[src/hdl/tbt_pkg.sv]
// Package for the threshold boundary tracer.
// Holds the transaction, configuration and memory request types, codes,
// sizes and the vertex helper functions. No dependencies.
package tbt_pkg;

  localparam int MAX_ROWS   = 64;
  localparam int MAX_COLS   = 64;
  localparam int STRIDE     = MAX_COLS + 1;
  localparam int NVERT      = (MAX_ROWS + 1) * STRIDE;
  localparam int ADDR_W     = $clog2(NVERT);
  localparam int ROW_W      = $clog2(MAX_ROWS + 2);
  localparam int COL_W      = $clog2(MAX_COLS + 1);
  localparam int CFG_IDX_W  = 3;
  localparam int CFG_DATA_W = 16;

  localparam logic [3:0] DIR_UP    = 4'b0001;
  localparam logic [3:0] DIR_LEFT  = 4'b0010;
  localparam logic [3:0] DIR_RIGHT = 4'b0100;
  localparam logic [3:0] DIR_DOWN  = 4'b1000;

  typedef enum logic [1:0] {
    KIND_CLEAR = 2'd0,
    KIND_LOAD  = 2'd1,
    KIND_FETCH = 2'd2
  } kind_e;

  typedef enum logic [1:0] {
    ST_VERTEX   = 2'd0,
    ST_DONE     = 2'd1,
    ST_CONFLICT = 2'd2
  } status_e;

  typedef enum logic [CFG_IDX_W-1:0] {
    CFG_LOWER  = 3'd0,
    CFG_UPPER  = 3'd1,
    CFG_ROWS   = 3'd2,
    CFG_COLS   = 3'd3,
    CFG_MERGE  = 3'd4
  } cfg_idx_e;

  typedef enum logic [3:0] {
    S_CLEAR,
    S_IDLE,
    S_LD_RD,
    S_LD_WR,
    S_FETCH,
    S_CHK,
    S_SCAN,
    S_STEP,
    S_EMIT
  } state_e;

  typedef struct packed {
    logic [1:0]         kind;
    logic [5:0]         pixel_row;
    logic [5:0]         pixel_col;
    logic signed [15:0] pixel_value;
  } in_t;

  typedef struct packed {
    logic [1:0] status;
    logic [6:0] vertex_row;
    logic [6:0] vertex_col;
    logic       last_of_contour;
  } out_t;

  typedef struct packed {
    logic signed [15:0] lower_threshold;
    logic signed [15:0] upper_threshold;
    logic [6:0]         row_count;
    logic [6:0]         column_count;
    logic               merge_adjacent;
  } cfg_t;

  typedef struct packed {
    logic [ROW_W-1:0] row;
    logic [COL_W-1:0] col;
  } vtx_t;

  typedef struct packed {
    logic              we;
    logic [ADDR_W-1:0] waddr;
    logic [3:0]        wdata;
    logic              re;
    logic [ADDR_W-1:0] raddr;
  } mem_req_t;

  function automatic logic [ADDR_W-1:0] vtx_addr(input vtx_t v);
    return ADDR_W'(int'(v.row) * STRIDE + int'(v.col));
  endfunction

  function automatic vtx_t vtx_inc(input vtx_t v);
    vtx_t r;
    r = v;
    if (v.col == COL_W'(MAX_COLS)) begin
      r.col = '0;
      r.row = v.row + ROW_W'(1);
    end else begin
      r.col = v.col + COL_W'(1);
    end
    return r;
  endfunction

  // Corners: 0 lower left, 1 lower right, 2 upper right, 3 upper left.
  function automatic logic [3:0][3:0] merge_edges(input logic [3:0][3:0] n, input logic m);
    logic [3:0][3:0] r;
    r = n;
    if (m && ((r[1] & DIR_LEFT) != 4'd0)) r[1] = r[1] & ~DIR_LEFT;
    else r[0] = r[0] | DIR_RIGHT;
    if (m && ((r[2] & DIR_DOWN) != 4'd0)) r[2] = r[2] & ~DIR_DOWN;
    else r[1] = r[1] | DIR_UP;
    if (m && ((r[3] & DIR_RIGHT) != 4'd0)) r[3] = r[3] & ~DIR_RIGHT;
    else r[2] = r[2] | DIR_LEFT;
    if (m && ((r[0] & DIR_UP) != 4'd0)) r[0] = r[0] & ~DIR_UP;
    else r[3] = r[3] | DIR_DOWN;
    return r;
  endfunction

endpackage

[src/hdl/tbt_cfg.sv]
// Configuration registers of the threshold boundary tracer.
// Depends on tbt_pkg.
module tbt_cfg (
  input  logic                           clk_i,
  input  logic                           rst_ni,
  input  logic                           cfg_valid_i,
  output logic                           cfg_ready_o,
  input  logic [tbt_pkg::CFG_IDX_W-1:0]  cfg_index_i,
  input  logic [tbt_pkg::CFG_DATA_W-1:0] cfg_data_i,
  output tbt_pkg::cfg_t                  cfg_o
);

  tbt_pkg::cfg_t cfg_q, cfg_d;

  assign cfg_ready_o = 1'b1;

  always_comb begin
    cfg_d = cfg_q;
    if (cfg_valid_i) begin
      case (cfg_index_i)
        tbt_pkg::CFG_LOWER: cfg_d.lower_threshold = cfg_data_i;
        tbt_pkg::CFG_UPPER: cfg_d.upper_threshold = cfg_data_i;
        tbt_pkg::CFG_ROWS:  cfg_d.row_count       = cfg_data_i[6:0];
        tbt_pkg::CFG_COLS:  cfg_d.column_count    = cfg_data_i[6:0];
        tbt_pkg::CFG_MERGE: cfg_d.merge_adjacent  = cfg_data_i[0];
        default: ;
      endcase
    end
  end

  always_ff @(posedge clk_i or negedge rst_ni) begin
    if (!rst_ni) begin
      cfg_q.lower_threshold <= 16'sh8000;
      cfg_q.upper_threshold <= 16'sh7fff;
      cfg_q.row_count       <= 7'd64;
      cfg_q.column_count    <= 7'd64;
      cfg_q.merge_adjacent  <= 1'b0;
    end else begin
      cfg_q <= cfg_d;
    end
  end

  assign cfg_o = cfg_q;

endmodule

[config.mk]
export PLATFORM = sky130hd
export DESIGN_NAME = tbt_cfg
export DESIGN_NICKNAME = d
export VERILOG_FILES = /design/src/hdl/tbt_pkg.sv /design/src/hdl/tbt_cfg.sv
export SDC_FILE = /design/constraint.sdc
export NUM_CORES = 1
export LEC_CHECK = 0
export BUFFER_PORTS_ARGS = -buffer_cell sky130_fd_sc_hd__buf_2
export CAP_MARGIN = 20
export CORE_AREA = 2 2 69 71
export CTS_CLUSTER_DIAMETER = 100
export DETAILED_ROUTE_END_ITERATION = 10
export DIE_AREA = 0 0 71 73
export PLACE_DENSITY = 0.69
export SYNTH_ARGS = -nofsm -noshare
export SYNTH_HDL_FRONTEND = slang
export SYNTH_SLANG_ARGS = --single-unit
[constraint.sdc]
create_clock -name clk_i -period 0.8 [get_ports clk_i]
set_input_delay 0.12 -clock clk_i [delete_from_list [all_inputs] [get_ports clk_i]]
set_output_delay 0.12 -clock clk_i [all_outputs]
set_load 0.1 [all_outputs]
Yosys cells after proc, flatten, opt, wreduce, memory -nomap -nowiden --
Index checks and enable logic that the tools add are counted. Widths: inputs -> output; s select.
Operators by class: reduce and logical (&&, ||, !) cells 6, equality and inequality tests 4
Operators with widths (count):
- $reduce_and 2->1 | 5
- $eq 3x2->1 const B | 2
- $eq 3x1->1 const B | 1
- $eq 3x3->1 const B | 1
- $logic_not 3->1 | 1
Storage, ports and cells: logic and storage cells 15, register bits after elaboration 47, output and inout bits 48

Longest topological paths before layout --
Gate-level depths: netlist of run 1.
word-level depth 2, mapped depth 4

Worst setup path before layout of run 1 --
Ideal clock, no wire load.
path kind reg-to-reg, start register, netlist name cfg_o[1], end register cfg_q (netlist bit cfg_o[1]), period minus slack after synthesis 1.260 ns, stages on the path, launching flop included 2, buffers on the path 0, setup slack -0.460 ns, setup time 0.126 ns, arrival time 1.134 ns, data required time 0.674 ns, cells stage by stage dfrtp_1 mux2_2
RTL lines:
- to (signal assigned) | RTL line tbt_cfg.sv:39 | cfg_q <= cfg_d;
- to (decl) | RTL line tbt_cfg.sv:13 | tbt_pkg::cfg_t cfg_q, cfg_d;

Worst setup path after layout of run 1 --
start register cfg_q (netlist bit cfg_o[16]), end output cfg_o[16] (netlist bit)
RTL lines:
- to (decl) | RTL line tbt_cfg.sv:10 | output tbt_pkg::cfg_t cfg_o
No word-level cell between the ends.

==> results.env, run 1 <==
DIE-AREA_UM2=5180
GLOBAL_ROUTE.OVERFLOW_TOTAL=0
LAYOUT_COMMON_CELLS='sky130_fd_sc_hd__buf_12 (51), sky130_fd_sc_hd__mux2_4 (44), sky130_fd_sc_hd__dfstp_4 (18)'
GR-USAGE-ALL-LAYERS_PCT=21.6
FIN_SETUP_TNS_NS=-21.64
TOTALWIRELENGTH_UM=5130
TOTAL_CORE_AREA_UM2=4540
WORSTSETUPPATHTYPE='reg2out'
ROWS=25
TIMING.CRITICAL_PATH.CELLS='buf_12'
CRITPATHCAPTURETYPE='output port'
POWER_mW=13.3
TOTAL_OF_FLIP_FLOPS_PLUS_LATCHES_AFTER_SYNTHESIS=47
STARTING_UTILIZATION_OF_THE_CORE_AREA_PCT=40.4
GRT_ANTENNA_BEFORE_REPAIR=0
CTS.CLK_SLEW.WORST_PATHS_NS=0.10
POST-ROUTE-MIN-PERIOD_NS=1.26
NUMBER_OF_FLIP_FLOPS_UNDER_THE_LARGEST_REGISTER_NAME=47
FIRST_GLOBAL_VIAS=1415
DIE_SPAN_IN_Y_UM=73
FINISH.NET_COUNT=221
TIMING.CRITICAL_PATH.FANOUT_MAX=2
WORST_EP_ARRIVAL_TIME_NS=1.14
CLK_ROOT_BUFFER_CELL='sky130_fd_sc_hd__clkbuf_8'
TRITONCTS_BUFFERS=5
YOSYS.CELL_TYPES.COUNT=10
SYNTH_SEQUENTIAL_AREA_RATIO_PCT=65.3
REMAINING_DRC_ERRORS=0
WORST_HOLD_STARTPOINT='cfg_data_i[13]'
RR_WORST_DEPTH=2
SETUP-VIOLATIONS-FINAL=94
WORST-ENDPOINT-REQUIRED_NS=0.68
WORST_IR_DROP_VDD_mV=2.61
FIRST_ITER_VIOLATIONS=38
RUN_STATUS='finished with violations'
DIE_WIDTH_UM=71
GP_CONGESTION=0.824
CP_NUM_CELLS=1
SYNTHCELLS=105
CRIT_SLOWEST_CELL='sky130_fd_sc_hd__dfstp_4'
BOUNDARYPINS=70
POST_ROUTE_CELLS_DRIVE_ABOVE_1_SHARE_PCT=98.0
FINAL.SETUP_SKEW_NS=0
FAILED_CHECKS='negative setup slack'
UNREPAIRED_SETUP_ENDPOINTS_AFTER_GLOBAL_ROUTING='yes'
SYNTH.NET_COUNT=127
AREA_GROWTH_PCT=101
R2R_START='cfg_o[8]'
DR_TOTAL_VIAS=1246
DETAIL_ROUTE.VIAS_PER_CELL=4.91
CRIT_PATH_MAX_INCR_DELAY_NS=0.65
WORSTSETUPSTARTPOINT='cfg_o[16]'
DETAIL-ROUTE-ANTENNA-NETS=0
WORSTHOLDPATHCELLS=2
DETAILEDPLACE.WORSTSLACK_NS=-0.526
ANTENNA-DIODE-COUNT=0
FINAL-MAX-SLEW-VIOLATION-COUNT=0
HOLD_CLASS='in2reg'
BUFFER_PORTS.INSERTED=68
GRT_MAX_DEGREE=48
CLK_LATENCY_NS=0.30
MAXCAPVIOLATIONS=0
PLACE_HPWL_UM=3410
LEAKAGEPOWER_nW=1.62
TRITONCTS='built'
MIN_PERIOD_OVER_PERIOD_PCT=157
CP_STARTPOINT_KIND='flip-flop'
WL_PER_CELL_UM=20.2
POWERDENSITY_nW_PER_UM2=3600
CTS.PATH.MAX_BUFFERS=2
HTREE_NUM_LEVELS=2
SETUP_SLACK_NS=-0.459
CP_DELAY_BY_FAMILY_TOP='flip-flops'
SYN-CELL-AREA_UM2=1830
FINAL_HOLD_VIOL_COUNT=0
FILLCELLCOUNT=220
LAYOUT.CELLS.MOST_COMMON='sky130_fd_sc_hd__buf_12'
GRT_FIRST_PASS_WIRELENGTH_UM=8380
AVGSYNTHCELLAREA_UM2=17.5
CTS_SINKS=47
CP_NUM_BUF_INV=1
DRT_PASS1_ITERATIONS=4
YOSYSWARNINGCOUNT=0
FMAX_MHz=795
## report_power, final
group / switching (mW) / internal (mW) / leakage (nW)
logic: 4.57 / 2.97 / 1.05
registers: 0.645 / 3.32 / 0.515
clock network: 0.847 / 0.942 / 0.0548
total: 6.07 / 7.24 / 1.62
## logic make-up after synthesis
kind of cell | Yosys count | share of synthesized area [%]
flip-flops | 47 | 65.3
multiplexers | 47 | 28.9
AND/OR/NAND/NOR | 5 | 3.41
other | 1 | 0.204
buffers and inverters | 5 | 2.18
## cell usage after synthesis, drive strengths merged
| library cell | number | area share (%) |
|---|---|---|
| conb | 1 | 0.20 |
| dfrtp | 29 | 40 |
| mux2 | 47 | 29 |
| nor4b | 1 | 1.3 |
| nand4b | 1 | 0.48 |
| nor4bb | 3 | 1.6 |
| buf | 5 | 2.2 |
| dfstp | 18 | 26 |
## final cells by class
type	count	area, um^2	share of cell area, %
multi-input cells	53	791	21.4
clock inverters	3	46.3	1.25
clock buffers	5	68.8	1.86
well taps	54	67.6	1.83
repair buffers	92	1390	37.5
flip-flops and latches	47	1340	36.1
## timing repair
item	in CTS	in global routing
pin swaps	3	2
hold buffers	1	0
gates resized for setup	49	11
gates cloned	2	0
hold endpoints to repair	29	0
setup buffers	7	7
setup endpoints to repair	94	94
## routing by layer
layer	GRT usage, %	vias to the layer above	share of wire, %
li1	-	563	-
met1	27.0	629	40
met3	5.52	5	5.2
met2	37.7	49	53
met5	0	-	0
met4	5.66	0	1.2
## worst register-to-register path: stages, from the launching register on
cell                      delay [ns]
sky130_fd_sc_hd__dfrtp_4        0.51
sky130_fd_sc_hd__buf_6          0.13
sky130_fd_sc_hd__mux2_4         0.26
## through the flow
stage	std cells	instance area [um^2]	util, %	hold slack, ns
finish	254	3690	81.4	0.0505
global route	254	3690	81.4	0.0466
CTS	250	3660	80.6	0.0487
detailed placement	232	3240	71.5	0.123
global placement	232	3240	71.5	0.116
floorplan	105	2060	-	-0.176
## final timing paths
kind,endpoint,slack (ns)
worst max-delay path,cfg_o[16],-0.46
worst min-delay path,cfg_o[28],0.05
worst max register to register,cfg_o[8],-0.20
worst min register to register,cfg_o[31],0.56
max in group asynchronous,cfg_o[17],0.21
min in group asynchronous,cfg_o[2],0.31
(Power assumes the default switching activity.)
==> run 2, diff against run 1 <==
--- a/config.mk
+++ b/config.mk
@@ -5,6 +5,7 @@
 export SDC_FILE = /design/constraint.sdc
 export NUM_CORES = 1
 export LEC_CHECK = 0
+export ABC_CLOCK_PERIOD_IN_PS = 1200
 export BUFFER_PORTS_ARGS = -buffer_cell sky130_fd_sc_hd__buf_2
 export CAP_MARGIN = 20
 export CORE_AREA = 2 2 69 71
==> constraint.sdc (replaced) <==
create_clock -name clk_i -period 1.2 [get_ports clk_i]
set_input_delay 0.18 -clock clk_i [delete_from_list [all_inputs] [get_ports clk_i]]
set_output_delay 0.18 -clock clk_i [all_outputs]
set_load 0.1 [all_outputs]
==> results.env, run 2 (synthesized netlist as in run 1, its figures left out) <==
RUN_STATUS='finished with violations'
FAILED_CHECKS='negative setup slack'
TOTALWIRELENGTH_UM=4390
ANTENNA-DIODE-COUNT=0
HTREE_NUM_LEVELS=2
P_COMB_SHARE_PCT=58.1
TOTAL_CORE_AREA_UM2=4540
TIMING.CRITICAL_PATH.FANOUT_MAX=2
CRIT_PATH_MAX_INCR_DELAY_NS=0.57
MULTI_INPUT_AREA_UM2=617
CRITPATHCAPTURETYPE='output port'
FINAL_HOLD_VIOL_COUNT=0
GR-USAGE-ALL-LAYERS_PCT=17.7
POWER_mW=8.08
STARTING_UTILIZATION_OF_THE_CORE_AREA_PCT=40.4
GRT_FIRST_PASS_WIRELENGTH_UM=6910
FINAL_CORE_UTIL_PCT=69.7
FINISH.NET_COUNT=211
CLOCK_POWER_SHARE_PCT=11.4
MIN_PERIOD_OVER_PERIOD_PCT=102
DETAIL-ROUTE-ANTENNA-NETS=0
DETAILED_PLACE.AREA_UM2=3040
POST_CTS_RESIZED=0
DIE_SPAN_IN_Y_UM=73
MAXCAPVIOLATIONS=0
GLOBAL_ROUTE.OVERFLOW_TOTAL=0
WORSTSETUPSTARTPOINT='cfg_o[26]'
TRITONCTS='built'
FINAL-MAX-SLEW-VIOLATION-COUNT=0
NET-SWITCHING-POWER_mW=3.91
CTS.CLK_SLEW.WORST_PATHS_NS=0.08
DR_TOTAL_VIAS=1214
CTS_SINKS=47
SW_FRAC_OF_TOTAL_PCT=48.5
TRITONCTS_BUFFERS=5
SETUP-VIOLATIONS-FINAL=18
LAYOUT_COMMON_CELLS='sky130_fd_sc_hd__buf_12 (48), sky130_fd_sc_hd__mux2_2 (47), sky130_fd_sc_hd__buf_2 (21)'
CP_STARTPOINT_KIND='flip-flop'
DRT_PASS1_ITERATIONS=3
POWER.SHARE.SEQUENTIAL_PCT=30.5
WORSTSETUPPATHTYPE='reg2out'
HOLD_CLASS='in2reg'
CP_NUM_BUF_INV=1
WORST-ENDPOINT-REQUIRED_NS=1.02
GP_CONGESTION=0.710
DIE_WIDTH_UM=71
GRT_ANTENNA_BEFORE_REPAIR=0
POST-ROUTE-MIN-PERIOD_NS=1.23
CLK_LATENCY_NS=0.29
WL_PER_CELL_UM=18.0
AREA_GROWTH_PCT=72.2
FILLCELLCOUNT=286
FIRST_GLOBAL_VIAS=1399
BUFFER_PORTS.INSERTED=68
AREA_TAKEN_BY_FLIP_FLOPS_AND_LATCHES_UM2=1220
WORST_EP_ARRIVAL_TIME_NS=1.05
CP_DELAY_BY_FAMILY_TOP='flip-flops'
GRT_MAX_DEGREE=48
TIMING.CRITICAL_PATH.CELLS='buf_12'
UNREPAIRED_SETUP_ENDPOINTS_AFTER_GLOBAL_ROUTING='yes'
LAYOUT.CELLS.MOST_COMMON='sky130_fd_sc_hd__buf_12'
FINAL_CELL_AREA_UM2=3160
POST_ROUTE_CELLS_DRIVE_ABOVE_1_SHARE_PCT=92.6
DETAIL_ROUTE.VIAS_PER_CELL=4.98
POWERDENSITY_nW_PER_UM2=2560
FMAX_MHz=814
CTS.PATH.MAX_BUFFERS=2
LEAKAGEPOWER_nW=1.36
ROWS=25
FINAL.SETUP_SKEW_NS=0
PLACE_HPWL_UM=3460
BOUNDARYPINS=70
WORST_HOLD_STARTPOINT='cfg_data_i[8]'
DIE-AREA_UM2=5180
REMAINING_DRC_ERRORS=0
R2R_START='cfg_o[26]'
FIRST_ITER_VIOLATIONS=39
SETUP_SLACK_NS=-0.0282
NUMBER_OF_FLIP_FLOPS_UNDER_THE_LARGEST_REGISTER_NAME=47
CLK_ROOT_BUFFER_CELL='sky130_fd_sc_hd__clkbuf_8'
CELLINTERNALPOWER_mW=4.16
CRIT_SLOWEST_CELL='sky130_fd_sc_hd__dfstp_2'
WORST_IR_DROP_VDD_mV=1.60
-- run 2: path summary, 6_finish.rpt --
path	to	slack (ns)	cells after the start
worst max-delay path	cfg_o[26]	-0.03	1
worst min-delay path	cfg_o[39]	0.13	2
worst max register to register	cfg_o[26]	0.32	2
worst min register to register	cfg_o[0]	0.56	1
max in group asynchronous	cfg_o[20]	0.54	3
min in group asynchronous	cfg_o[39]	0.38	3
-- run 2: stage by stage --
step / std cells / setup slack [ns] / TNS [ns] / hold WS, ns
2_1_floorplan: 105 / -0.0652 / -0.610 / -0.116
3_3_place_gp: 232 / -0.105 / -3.44 / 0.172
3_5_place_dp: 232 / -0.157 / -4.87 / 0.181
4_1_cts: 244 / -0.0396 / -0.494 / 0.120
5_1_grt: 244 / -0.0603 / -0.822 / 0.119
6_report: 244 / -0.0282 / -0.312 / 0.127
-- run 2: final cells by class --
cell class / instances / area share (%)
Clock buffer: 6 / 2.30
Clock inverter: 2 / 0.396
Multi-Input combinational cell: 53 / 19.5
Sequential cell: 47 / 38.7
Tap cell: 54 / 2.14
Timing Repair Buffer: 82 / 36.9
-- run 2: power by group through the flow --
| stage | sequential [mW] | combinational [mW] | clock, mW |
|---|---|---|---|
| after floorplan | 4.89 | 0.359 | 0 |
| after global placement | 2.46 | 4.63 | 0 |
| after detailed placement | 2.50 | 4.69 | 0 |
| after CTS | 2.46 | 4.73 | 0.951 |
| after global routing | 2.50 | 4.79 | 1.01 |
| final | 2.46 | 4.70 | 0.921 |
-- run 2: metal layers --
metal | up-vias | global-route usage, % | wire length, um
li1 | 535 | - | -
met1 | 635 | 18.8 | 1530
met2 | 36 | 32.5 | 2550
met3 | 8 | 6.63 | 250
met4 | 0 | 5.87 | 66
met5 | - | 0 | 0
-- run 2: repair_timing --
| item | in CTS | in global routing |
|---|---|---|
| hold buffers | 1 | 0 |
| setup endpoints to repair | 18 | 18 |
| pin swaps | 0 | 0 |
| setup buffers | 3 | 0 |
| endpoints found under the hold margin | 29 | 0 |
